$ cat src/rtl/core/scs_pkg.sv
`timescale 1ns / 1ps
// Shared types, constants and bit helpers for the serial code scrambler.
// Depends on nothing; every other file of the block uses it by scoped names.
package scs_pkg;

  localparam int unsigned Rounds = 26;
  localparam int unsigned WordW = 32;
  localparam int unsigned NibW = 4;
  localparam int unsigned NumNibs = WordW / NibW;
  localparam int unsigned RotAmount = 7;
  localparam int unsigned AddrW = 4;

  // Operation codes of the action field.
  localparam logic ActEncode = 1'b0;
  localparam logic ActDecode = 1'b1;

  // Register indexes of the configuration port.
  localparam logic [1:0] RegKeyOne = 2'd0;
  localparam logic [1:0] RegKeyTwo = 2'd1;
  localparam logic [1:0] RegInitState = 2'd2;
  localparam logic [1:0] RegProdIndex = 2'd3;

  localparam logic [NibW-1:0] Map1 [16] = '{
    4'd9, 4'd3, 4'd8, 4'd14, 4'd11, 4'd7, 4'd0, 4'd12,
    4'd15, 4'd2, 4'd13, 4'd4, 4'd1, 4'd6, 4'd5, 4'd10
  };
  localparam logic [NibW-1:0] Map2 [16] = '{
    4'd12, 4'd7, 4'd0, 4'd8, 4'd15, 4'd10, 4'd3, 4'd1,
    4'd14, 4'd5, 4'd2, 4'd13, 4'd4, 4'd9, 4'd6, 4'd11
  };
  localparam logic [NibW-1:0] Map2Inv [16] = '{
    4'd2, 4'd7, 4'd10, 4'd6, 4'd12, 4'd9, 4'd14, 4'd1,
    4'd3, 4'd13, 4'd5, 4'd15, 4'd0, 4'd11, 4'd8, 4'd4
  };

  // One word in flight between two cells.
  typedef struct packed {
    logic             valid;
    logic             action;
    logic [WordW-1:0] word;
  } beat_t;

  typedef struct packed {
    logic [WordW-1:0] key_one;
    logic [WordW-1:0] key_two;
  } keys_t;

  function automatic logic [WordW-1:0] reverse_word(input logic [WordW-1:0] v);
    logic [WordW-1:0] r;
    for (int k = 0; k < WordW; k++) begin
      r[k] = v[WordW-1-k];
    end
    return r;
  endfunction

  function automatic logic [WordW-1:0] rotl_word(input logic [WordW-1:0] v);
    return {v[WordW-1-RotAmount:0], v[WordW-1:WordW-RotAmount]};
  endfunction

  function automatic logic [WordW-1:0] rotr_word(input logic [WordW-1:0] v);
    return {v[RotAmount-1:0], v[WordW-1:RotAmount]};
  endfunction

endpackage

$ cat src/rtl/core/scs_if.sv
`timescale 1ns / 1ps
// Valid/ready channel interfaces for the scrambler's input and result beats.
// Depends on scs_pkg for the field widths.
interface scs_in_if;
  logic                      valid;
  logic                      ready;
  logic                      action;
  logic [scs_pkg::WordW-1:0] operand_word;

  modport source (output valid, output action, output operand_word, input ready);
  modport sink (input valid, input action, input operand_word, output ready);
endinterface

interface scs_out_if;
  logic                      valid;
  logic                      ready;
  logic [scs_pkg::WordW-1:0] result_word;

  modport source (output valid, output result_word, input ready);
  modport sink (input valid, input result_word, output ready);
endinterface

$ cat src/rtl/core/scs_round_cell.sv
`timescale 1ns / 1ps
// One round of the whitening network, registered; runs forward for encode
// beats and backward for decode beats. Depends on scs_pkg.
module scs_round_cell (
  input  logic           clk_i,
  input  logic           rst_ni,
  input  logic           en_i,
  input  scs_pkg::keys_t keys_i,
  input  scs_pkg::beat_t beat_i,
  output scs_pkg::beat_t beat_o
);

  logic                      valid_q;
  logic                      action_q;
  logic [scs_pkg::WordW-1:0] word_q;
  logic [scs_pkg::WordW-1:0] word_d;
  logic [scs_pkg::WordW-1:0] fwd;
  logic [scs_pkg::WordW-1:0] bwd;

  always_comb begin
    fwd = scs_pkg::rotl_word(scs_pkg::reverse_word(beat_i.word ^ keys_i.key_one))
          ^ keys_i.key_two;
    bwd = scs_pkg::reverse_word(scs_pkg::rotr_word(beat_i.word ^ keys_i.key_two))
          ^ keys_i.key_one;
    word_d = (beat_i.action == scs_pkg::ActDecode) ? bwd : fwd;
  end

  always_ff @(posedge clk_i or negedge rst_ni) begin
    if (!rst_ni) begin
      valid_q <= 1'b0;
    end else if (en_i) begin
      valid_q <= beat_i.valid;
    end
  end

  always_ff @(posedge clk_i) begin
    if (en_i) begin
      action_q <= beat_i.action;
      word_q   <= word_d;
    end
  end

  assign beat_o = '{valid: valid_q, action: action_q, word: word_q};

endmodule

$ cat src/rtl/core/scs_chain_cell.sv
`timescale 1ns / 1ps
// Nibble S-box chain, registered. At the tail of the pipe it chains encode
// beats; at the head it unchains decode beats. Depends on scs_pkg.
module scs_chain_cell (
  input  logic                     clk_i,
  input  logic                     rst_ni,
  input  logic                     en_i,
  input  logic                     tail_i,
  input  logic [scs_pkg::NibW-1:0] seed_i,
  input  scs_pkg::beat_t           beat_i,
  output scs_pkg::beat_t           beat_o
);

  logic                      valid_q;
  logic                      action_q;
  logic [scs_pkg::WordW-1:0] word_q;
  logic [scs_pkg::WordW-1:0] word_d;
  logic [scs_pkg::WordW-1:0] chained;
  logic [scs_pkg::WordW-1:0] unchained;
  logic [scs_pkg::WordW-1:0] prev_code;
  logic [scs_pkg::NibW-1:0]  prev;
  logic [scs_pkg::NibW-1:0]  nib;
  logic [scs_pkg::NibW-1:0]  o;
  logic                      apply;

  // Encode: each nibble depends on the previous output nibble.
  always_comb begin
    prev    = seed_i;
    chained = '0;
    for (int i = 0; i < scs_pkg::NumNibs; i++) begin
      nib = beat_i.word[i*scs_pkg::NibW +: scs_pkg::NibW];
      o   = prev ^ scs_pkg::Map2[nib];
      chained[i*scs_pkg::NibW +: scs_pkg::NibW] = o;
      prev = scs_pkg::Map1[o];
    end
  end

  // Decode: the previous nibble is already known, so the lanes are independent.
  // Lane i of prev_code holds code nibble i-1; lane zero is unused.
  always_comb begin
    prev_code = {beat_i.word[scs_pkg::WordW-scs_pkg::NibW-1:0], seed_i};
    unchained = '0;
    for (int i = 0; i < scs_pkg::NumNibs; i++) begin
      unchained[i*scs_pkg::NibW +: scs_pkg::NibW] = scs_pkg::Map2Inv[
        beat_i.word[i*scs_pkg::NibW +: scs_pkg::NibW] ^
        ((i == 0) ? seed_i
                  : scs_pkg::Map1[prev_code[i*scs_pkg::NibW +: scs_pkg::NibW]])];
    end
  end

  always_comb begin
    apply  = tail_i ? (beat_i.action == scs_pkg::ActEncode)
                    : (beat_i.action == scs_pkg::ActDecode);
    word_d = beat_i.word;
    if (apply) begin
      word_d = tail_i ? chained : unchained;
    end
  end

  always_ff @(posedge clk_i or negedge rst_ni) begin
    if (!rst_ni) begin
      valid_q <= 1'b0;
    end else if (en_i) begin
      valid_q <= beat_i.valid;
    end
  end

  always_ff @(posedge clk_i) begin
    if (en_i) begin
      action_q <= beat_i.action;
      word_q   <= word_d;
    end
  end

  assign beat_o = '{valid: valid_q, action: action_q, word: word_q};

endmodule

$ cat src/rtl/core/serial_code_scrambler.sv
`timescale 1ns / 1ps
// Serial code scrambler top level: APB register file, a head chain cell,
// a row of round cells and a tail chain cell. Depends on scs_pkg and scs_if.
//
// Usage: beats on in_chan carry an action (encode or decode) and a 32-bit
// operand; each gives exactly one beat on out_chan with the result word.
// Keys, seed nibble and product index are written over the APB port at
// byte addresses 0, 4, 8 and 12; the user must write them only while no
// beat is in flight, which the block does not enforce. The pipe is one head
// chain cell, one cell per round (26 rounds) and one tail chain cell that is
// also the output register. One beat is accepted per cycle unless the output
// stalls. All cells advance together; when the receiver holds ready low
// while a result waits, the whole row holds and in_chan.ready drops, and
// nothing is lost. Reset zeroes the APB registers and empties the pipe.
module serial_code_scrambler (
  input  logic                         clk_i,
  input  logic                         rst_ni,
  scs_in_if.sink                       in_chan,
  scs_out_if.source                    out_chan,
  input  logic                         psel,
  input  logic                         penable,
  input  logic                         pwrite,
  input  logic [scs_pkg::AddrW-1:0]    paddr,
  input  logic [scs_pkg::WordW-1:0]    pwdata,
  output logic [scs_pkg::WordW-1:0]    prdata,
  output logic                         pready
);

  logic [scs_pkg::WordW-1:0] key_one_q;
  logic [scs_pkg::WordW-1:0] key_two_q;
  logic [scs_pkg::NibW-1:0]  init_state_q;
  logic [scs_pkg::NibW-1:0]  prod_index_q;
  logic                      wr_en;
  logic [1:0]                reg_idx;
  logic [2*scs_pkg::NibW-1:0] seed_prod;
  logic [scs_pkg::NibW-1:0]  seed;
  logic                      en;
  scs_pkg::keys_t            keys;
  scs_pkg::beat_t            in_beat;
  scs_pkg::beat_t            stage [scs_pkg::Rounds+1];
  scs_pkg::beat_t            tail_beat;

  assign pready  = 1'b1;
  assign wr_en   = psel && penable && pwrite;
  assign reg_idx = paddr[3:2];

  always_ff @(posedge clk_i or negedge rst_ni) begin
    if (!rst_ni) begin
      key_one_q    <= '0;
      key_two_q    <= '0;
      init_state_q <= '0;
      prod_index_q <= '0;
    end else if (wr_en) begin
      case (reg_idx)
        scs_pkg::RegKeyOne:    key_one_q    <= pwdata;
        scs_pkg::RegKeyTwo:    key_two_q    <= pwdata;
        scs_pkg::RegInitState: init_state_q <= pwdata[scs_pkg::NibW-1:0];
        scs_pkg::RegProdIndex: prod_index_q <= pwdata[scs_pkg::NibW-1:0];
        default: ;
      endcase
    end
  end

  always_comb begin
    case (reg_idx)
      scs_pkg::RegKeyOne:    prdata = key_one_q;
      scs_pkg::RegKeyTwo:    prdata = key_two_q;
      scs_pkg::RegInitState: prdata = {{(scs_pkg::WordW-scs_pkg::NibW){1'b0}}, init_state_q};
      scs_pkg::RegProdIndex: prdata = {{(scs_pkg::WordW-scs_pkg::NibW){1'b0}}, prod_index_q};
      default:               prdata = '0;
    endcase
  end

  assign seed_prod = {{scs_pkg::NibW{1'b0}}, init_state_q} *
                     {{scs_pkg::NibW{1'b0}}, prod_index_q};
  assign seed      = scs_pkg::Map1[seed_prod[scs_pkg::NibW-1:0]];
  assign keys      = '{key_one: key_one_q, key_two: key_two_q};

  // The row moves whenever the output register is free or being drained.
  assign en            = !tail_beat.valid || out_chan.ready;
  assign in_chan.ready = en;
  assign in_beat       = '{valid: in_chan.valid, action: in_chan.action,
                           word: in_chan.operand_word};

  scs_chain_cell u_head (
    .clk_i  (clk_i),
    .rst_ni (rst_ni),
    .en_i   (en),
    .tail_i (1'b0),
    .seed_i (seed),
    .beat_i (in_beat),
    .beat_o (stage[0])
  );

  for (genvar r = 0; r < scs_pkg::Rounds; r++) begin : g_round
    scs_round_cell u_round (
      .clk_i  (clk_i),
      .rst_ni (rst_ni),
      .en_i   (en),
      .keys_i (keys),
      .beat_i (stage[r]),
      .beat_o (stage[r+1])
    );
  end

  scs_chain_cell u_tail (
    .clk_i  (clk_i),
    .rst_ni (rst_ni),
    .en_i   (en),
    .tail_i (1'b1),
    .seed_i (seed),
    .beat_i (stage[scs_pkg::Rounds]),
    .beat_o (tail_beat)
  );

  assign out_chan.valid       = tail_beat.valid;
  assign out_chan.result_word = tail_beat.word;

`ifndef SYNTH
  a_accept_enters_head: assert property (@(posedge clk_i) disable iff (!rst_ni)
    in_chan.valid && in_chan.ready |=> stage[0].valid)
    else $error("accepted beat did not enter the head cell");

  a_stall_only_on_full_tail: assert property (@(posedge clk_i) disable iff (!rst_ni)
    !in_chan.ready |-> tail_beat.valid && !out_chan.ready)
    else $error("input stalled without a waiting result");

  a_row_holds_on_stall: assert property (@(posedge clk_i) disable iff (!rst_ni)
    !en |=> $stable(stage[scs_pkg::Rounds]) && $stable(tail_beat))
    else $error("pipeline moved during a stall");

  a_last_round_feeds_tail: assert property (@(posedge clk_i) disable iff (!rst_ni)
    en && stage[scs_pkg::Rounds].valid |=> out_chan.valid)
    else $error("last round beat did not reach the output register");
`endif

endmodule
$ cat src/flat_wrapper.sv
// flat-port wrapper written by rule: the top's interface ports become plain ports
module serial_code_scrambler_flat 
  (clk_i, rst_ni, psel, penable, pwrite, paddr, pwdata, prdata, pready, in_chan_valid, in_chan_action, in_chan_operand_word, in_chan_ready, out_chan_valid, out_chan_result_word, out_chan_ready);
  scs_in_if in_chan_i ();
  scs_out_if out_chan_i ();
  input  logic clk_i;
  input  logic rst_ni;
  input  logic psel;
  input  logic penable;
  input  logic pwrite;
  input  logic [scs_pkg::AddrW-1:0] paddr;
  input  logic [scs_pkg::WordW-1:0] pwdata;
  output logic [scs_pkg::WordW-1:0] prdata;
  output logic pready;
  input wire logic [$bits(in_chan_i.valid)-1:0] in_chan_valid;
  input wire logic [$bits(in_chan_i.action)-1:0] in_chan_action;
  input wire logic [$bits(in_chan_i.operand_word)-1:0] in_chan_operand_word;
  output wire logic [$bits(in_chan_i.ready)-1:0] in_chan_ready;
  output wire logic [$bits(out_chan_i.valid)-1:0] out_chan_valid;
  output wire logic [$bits(out_chan_i.result_word)-1:0] out_chan_result_word;
  input wire logic [$bits(out_chan_i.ready)-1:0] out_chan_ready;
  assign in_chan_i.valid = in_chan_valid;
  assign in_chan_i.action = in_chan_action;
  assign in_chan_i.operand_word = in_chan_operand_word;
  assign in_chan_ready = in_chan_i.ready;
  assign out_chan_valid = out_chan_i.valid;
  assign out_chan_result_word = out_chan_i.result_word;
  assign out_chan_i.ready = out_chan_ready;
  serial_code_scrambler u_core (.clk_i(clk_i), .rst_ni(rst_ni), .in_chan(in_chan_i), .out_chan(out_chan_i), .psel(psel), .penable(penable), .pwrite(pwrite), .paddr(paddr), .pwdata(pwdata), .prdata(prdata), .pready(pready));
endmodule
$ cat config.mk
export PLATFORM = sky130hd
export DESIGN_NAME = serial_code_scrambler_flat
export DESIGN_NICKNAME = d
export VERILOG_FILES = /design/src/rtl/core/scs_pkg.sv /design/src/rtl/core/scs_if.sv /design/src/rtl/core/scs_round_cell.sv /design/src/rtl/core/scs_chain_cell.sv /design/src/rtl/core/serial_code_scrambler.sv /design/src/flat_wrapper.sv
export SDC_FILE = /design/constraint.sdc
export NUM_CORES = 2
export LEC_CHECK = 0
export BUFFER_PORTS_ARGS = -buffer_cell sky130_fd_sc_hd__buf_2
export CAP_MARGIN = 20
export CORE_MARGIN = 10
export CORE_UTILIZATION = 35
export CTS_CLUSTER_SIZE = 12
export DETAILED_ROUTE_END_ITERATION = 16
export PLACE_DENSITY = 0.5
export REMOVE_ABC_BUFFERS = 1
export SETUP_SLACK_MARGIN = 0.5
export SLEW_MARGIN = 15
export SYNTH_ARGS = -nofsm -noshare
export SYNTH_HDL_FRONTEND = slang
export SYNTH_HIERARCHICAL = 1
export SYNTH_SLANG_ARGS = --single-unit
$ cat constraint.sdc
create_clock -name clk_i -period 44.7 [get_ports clk_i]
set_clock_uncertainty 0.05 [all_clocks]
set_input_delay 8.94 -clock clk_i [delete_from_list [all_inputs] [get_ports clk_i]]
set_output_delay 8.94 -clock clk_i [all_outputs]
set_load 0.02 [all_outputs]
Word-level counts from Yosys, hierarchy flattened
Memories as Yosys holds them, arrays and structs flattened.
Index checks and enable logic that the tools add are counted.
- multipliers: 1
- magnitude comparators: 31
- equality and inequality tests: 3
- multiplexer cells: 91
- bitwise operators: 151
- reductions and logical operators: 9
- operators with widths (operator ; count):
    32-bit XOR ; 104
    32-bit two-way mux ; 28
    4-bit two-way mux ; 62
    5-bit >= comparator (second input constant) ; 31
    4-bit inverter with 5-bit output ; 31
    32-bit case mux with 4 select lines ; 1
    4-bit XOR ; 16
    2-bit AND reduction ; 4
    2-bit equality test (second input constant) ; 2
    4-bit by 4-bit multiplier with 4-bit output ; 1
    2-bit by 1-bit equality test with 1-bit output (second input constant) ; 1
    1-bit logical AND ; 2
    2-bit logical NOT ; 1
    1-bit logical NOT ; 1
    1-bit logical OR ; 1
- register bits after elaboration: 1023
- memory bits (read-only): 1984
- bits of input ports: 76
- output and inout bits: 67
- logic and storage cells: 404
- memories kept: 31
- memory list (name ; words ; width ; read ports ; clocked after Yosys merged registers in ; wr ports ; RTL line ; source):
    (no name shown) ; 16 ; 4 ; 1 ; 0 ; 0 ; scs_chain_cell.sv:44 ; unchained[i*scs_pkg::NibW +: scs_pkg::NibW] = scs_pkg::Map2Inv[
    (no name shown) ; 16 ; 4 ; 1 ; 0 ; 0 ; serial_code_scrambler.sv:76 ; assign seed = scs_pkg::Map1[seed_prod[scs_pkg::NibW-1:0]];
    (no name shown) ; 16 ; 4 ; 1 ; 0 ; 0 ; scs_chain_cell.sv:47 ; : scs_pkg::Map1[prev_code[i*scs_pkg::NibW +: scs_pkg::NibW]])];
    (no name shown) ; 16 ; 4 ; 1 ; 0 ; 0 ; scs_chain_cell.sv:44 ;
    (no name shown) ; 16 ; 4 ; 1 ; 0 ; 0 ; scs_chain_cell.sv:44 ;
    (no name shown) ; 16 ; 4 ; 1 ; 0 ; 0 ; scs_chain_cell.sv:47 ;
    25 more memories ; n/a ; n/a ; n/a ; n/a ; n/a ; n/a ;

Logic depth before layout (Yosys ltp)
- word-level depth: 42
- depth in mapped cells: 49
- depth with buffers taken out: 47

Cells and area by module
Netlist, hierarchy kept.
- modules (own cells, without submodules) (module ; instances ; cells each ; area an instance (um^2) ; sequential area each (um^2)):
    scs_round_cell ; 26 ; 135 ; 1959.4 ; 1016.0
    scs_chain_cell (u_core.u_head) ; 1 ; 873 ; 7194.4 ; 1016.0
    scs_chain_cell (u_core.u_tail) ; 1 ; 875 ; 7013.0 ; 1016.0
    serial_code_scrambler ; 1 ; 267 ; 3528.4 ; 1801.7

Worst setup path after synthesis
No wires, ideal clock.
- path type: input to output
- start point: input out_chan_ready
- end point: output in_chan_ready
- data arrival time: 31.703 ns
- data required time: 35.710 ns
- setup slack: 4.007 ns
- stages: 1
- cells stage by stage: nand2b_1
- word-level cells in the longest chain between the ends: 1
- ends and longest elaborated chain (element ; RTL line ; source):
    start: declaration ; flat_wrapper.sv:21 ; input wire logic [$bits(out_chan_i.ready)-1:0] out_chan_ready;
    1-bit logical OR ; serial_code_scrambler.sv:80 ; assign en = !tail_beat.valid || out_chan.ready;
    end: declaration ; flat_wrapper.sv:18 ; output wire logic [$bits(in_chan_i.ready)-1:0] in_chan_ready;
No other way between the ends.

Final worst setup path
- start point: input paddr[2] (netlist bit)
- end point: output prdata[0] (netlist bit)
- word-level cells in the longest chain between the ends: 2
- elaborated cells on any way between the ends: 5
- those cells by class: eq/ne (3); mux (1); reduce/logical (1)
- ends and longest elaborated chain (element ; RTL line ; source):
    start: declaration ; flat_wrapper.sv:11 ; input logic [scs_pkg::AddrW-1:0] paddr;
    2-bit equality test (tied with other cells) ; serial_code_scrambler.sv:65 ; case (reg_idx)
    32-bit case mux with 4 select lines (*) ; serial_code_scrambler.sv:65 ;
    end: declaration ; flat_wrapper.sv:13 ; output logic [scs_pkg::WordW-1:0] prdata;
Mark *: on every way between the ends. The rest lies on a longest branch, timed or not.

==> summary.md <==
| Metric | Value |
|---|---|
| Path depth of the worst reg2reg path | 43 |
| Area overhead of the layout relative to synthesis | 9.68% |
| Required time at the worst-slack endpoint | 35.71 ns |
| Count of nets left with antenna violations after detail routing | 0 |
| Worst-margin pin slew | about 1.1 ns |
| Post-CTS Setup Inserts | 0 |
| Count of input and output buffers | 139 |
| DIE WIDTH | 463 um |
| Count of warnings emitted by yosys | 6 |
| Number of I/O pins | around 140 |
| TritonCTS Buffers | 130 |
| Final Worst Setup Slack | 25.18 ns |
| Worst R2R Start | u_core/init_state_q[1]$_DFFE_PN0P_ |
| Terminus of the critical flop-to-flop path | u_core/u_tail/word_q[30]$_DFFE_PP_ |
| Total length of routed met2 wires | 64.9 mm |
| Fin crit period | 19.52 ns |
| Maximum number of pins on one net before global-route repair | 130 |
| Footprint of the multi-input gates | 0.0355 sq mm |
| Cell Rows | 162 |
| Gates resized, CTS repair | 0 |
| Initial Utilization | around a third |
| Clock root buffer master | sky130_fd_sc_hd__clkbuf_16 |
| TritonCTS clock tree | yes |
| Violation count after the first detailed-routing iteration | about 1,800 |
| Unrepaired setup endpoints after global routing | false |
| Hold Path Cell Cnt | 1 |
| Clock transition at the registers of the reported paths | approximately 0.06 ns |
| Initial antenna violation count | 4 |
| Via count of the first global-routing pass | 39,900 |
| DRT Pass-1 Iters | 5 |
| Worst-case clock buffer depth | 3 |
| Count of endpoints failing hold in the final timing report | 0 |
| Clock latency of the later-clocked register in the worst-skew pair | 0.76 ns |
| Crit Path Max Fanout | 35 |
| Detail Placement HPWL | 96.9 mm |
| Share of the clock period used by the worst path after layout | 43.7% |
| Max Freq | around 51 MHz |
| End point of the worst hold path | u_core/g_round[0].u_round/valid_q$_DFFE_PN0P_ |
| TritonCTS sink count | 1,023 |
| Top metal layer carrying routed signals | met4 |
| Setup WS pre-CTS | 25.13 ns |
| Fill cell count | 18,700 |
| Total standard cell area after synthesis | 0.0686 sq mm |
| Hold Path Class | reg2reg |
| Combined flip-flop and latch cell area | 0.0302 sq mm |
| Vias after detailed routing | 40,200 |
| Number of hold buffers added after CTS | 0 |
| Post-detailed-route DRC marker count | 0 |
| Run status | finished clean |
| CTS H-tree lvls | 4 |
| Startpoint of the most critical hold path | u_core/u_head/valid_q$_DFFE_PN0P_ |
| Placeable core region | 0.195 sq mm |
| FF-to-FF setup slack | 32.79 ns |
| Met3 wire length | 4.55 mm |
| Wire length after detailed routing | 137 mm |
| Nature of the critical path endpoint | output port |
| Global-route wire length before repair | 220 mm |
| Die footprint | 0.214 sq mm |
| Final GP Congestion | 0.810 |
| Max Transition Viols Final | 0 |
| Fraction of layout instances using a drive strength above 1 | 11.7% |
| Die Span Y | about 460 um |
| DRT met1 WL | 63.5 mm |
| Count of maximum capacitance violations | 0 |
| Placed instance count | between 8,000 and 9,000 |
| Data arrival at the endpoint of the critical path | 10.53 ns |
| Worst setup SP type | input pin |
| Total number of nets in the final design | 5,896 |
| Detailed-route wire length per cell | 16.3 um |
| Worst relative slew slack | 23.4% |
| Type of the worst setup path | in2out |
| Cells after Synth | 5,523 |
| Overall routing resource usage | 12.4% |
| Final-layout setup total negative slack | 0 ns |
| Post-layout instance count excluding filler cells | 8,373 |
| Vias/cell | 4.80 |
| Grt ovf | 0 |
| Setup violators final | 0 |
| Average instance area after synthesis | 12.4 sq um |
[placed cells by master (no fill, tap or decap), types with 113 or more instances in the layout]
master	instances
sky130_fd_sc_hd__a21oi_1	113
sky130_fd_sc_hd__edfxtp_1	923
sky130_fd_sc_hd__xnor2_1	994
sky130_fd_sc_hd__buf_2	138
sky130_fd_sc_hd__nor2_1	140
sky130_fd_sc_hd__ha_1	176
sky130_fd_sc_hd__nand2_1	178
sky130_fd_sc_hd__mux2i_1	890
sky130_fd_sc_hd__clkbuf_16	135
sky130_fd_sc_hd__inv_1	150
sky130_fd_sc_hd__xor2_1	824
sky130_fd_sc_hd__buf_4	117
sky130_fd_sc_hd__o21ai_0	145
[how the worst max path moves through the flow]
| stage | end | startpoint | depth (start not counted) |
|---|---|---|---|
| 6_report | prdata[0] | paddr[2] | 4 |
| 5_1_grt | prdata[0] | paddr[2] | 4 |
| 4_1_cts | prdata[0] | paddr[2] | 4 |
| 3_5_place_dp | prdata[0] | paddr[2] | 4 |
| 3_3_place_gp | prdata[0] | paddr[2] | 4 |
| 2_1_floorplan | in_chan_ready | out_chan_ready | 1 |
[stage by stage]
step | cell area [sq um] | hold WS, ns | util (%)
2_1_floorplan | 66200 | 0.425 | -
3_3_place_gp | 71100 | 0.433 | 36.5
3_5_place_dp | 71100 | 0.439 | 36.5
4_1_cts | 75300 | 0.452 | 38.6
5_1_grt | 75300 | 0.465 | 38.6
6_report | 75300 | 0.447 | 38.6
[flip-flops by register name (all words and copies together) (netlist names)]
| register | count |
|---|---|
| u_core/u_head/word_q | 32 |
| u_core/u_tail/valid_q | 1 |
| u_core/key_one_q | 32 |
| u_core/init_state_q | 4 |
| u_core/g_round.u_round/valid_q | 26 |
| u_core/key_two_q | 32 |
| u_core/g_round.u_round/action_q | 26 |
| u_core/u_head/action_q | 1 |
| u_core/u_tail/word_q | 32 |
| u_core/prod_index_q | 4 |
| u_core/u_head/valid_q | 1 |
| u_core/g_round.u_round/word_q | 832 |
[layout make-up]
cell class,count,area share [%]
Tap cell,2624,4.36
Antenna cell,3,0.00997
Sequential cell,1023,40.1
Timing Repair Buffer,256,2.11
Inverter,153,0.763
Clock inverter,54,0.653
Clock buffer,180,4.84
Multi-Input combinational cell,4080,47.1
[critical path, stage by stage]
cell	delay, ns
sky130_fd_sc_hd__buf_2	0.07
sky130_fd_sc_hd__buf_4	0.60
sky130_fd_sc_hd__mux4_1	0.70
sky130_fd_sc_hd__buf_2	0.19
[routing by layer]
metal,vias to the layer above,GRT usage (%)
met5,-,0
met4,0,4.00
met3,189,2.12
met2,515,21.0
met1,19700,16.1
li1,19800,-
Power is left out: the tool's default activity adds up to more than one toggle a clock period on the data nets, which glitch-free logic cannot reach.
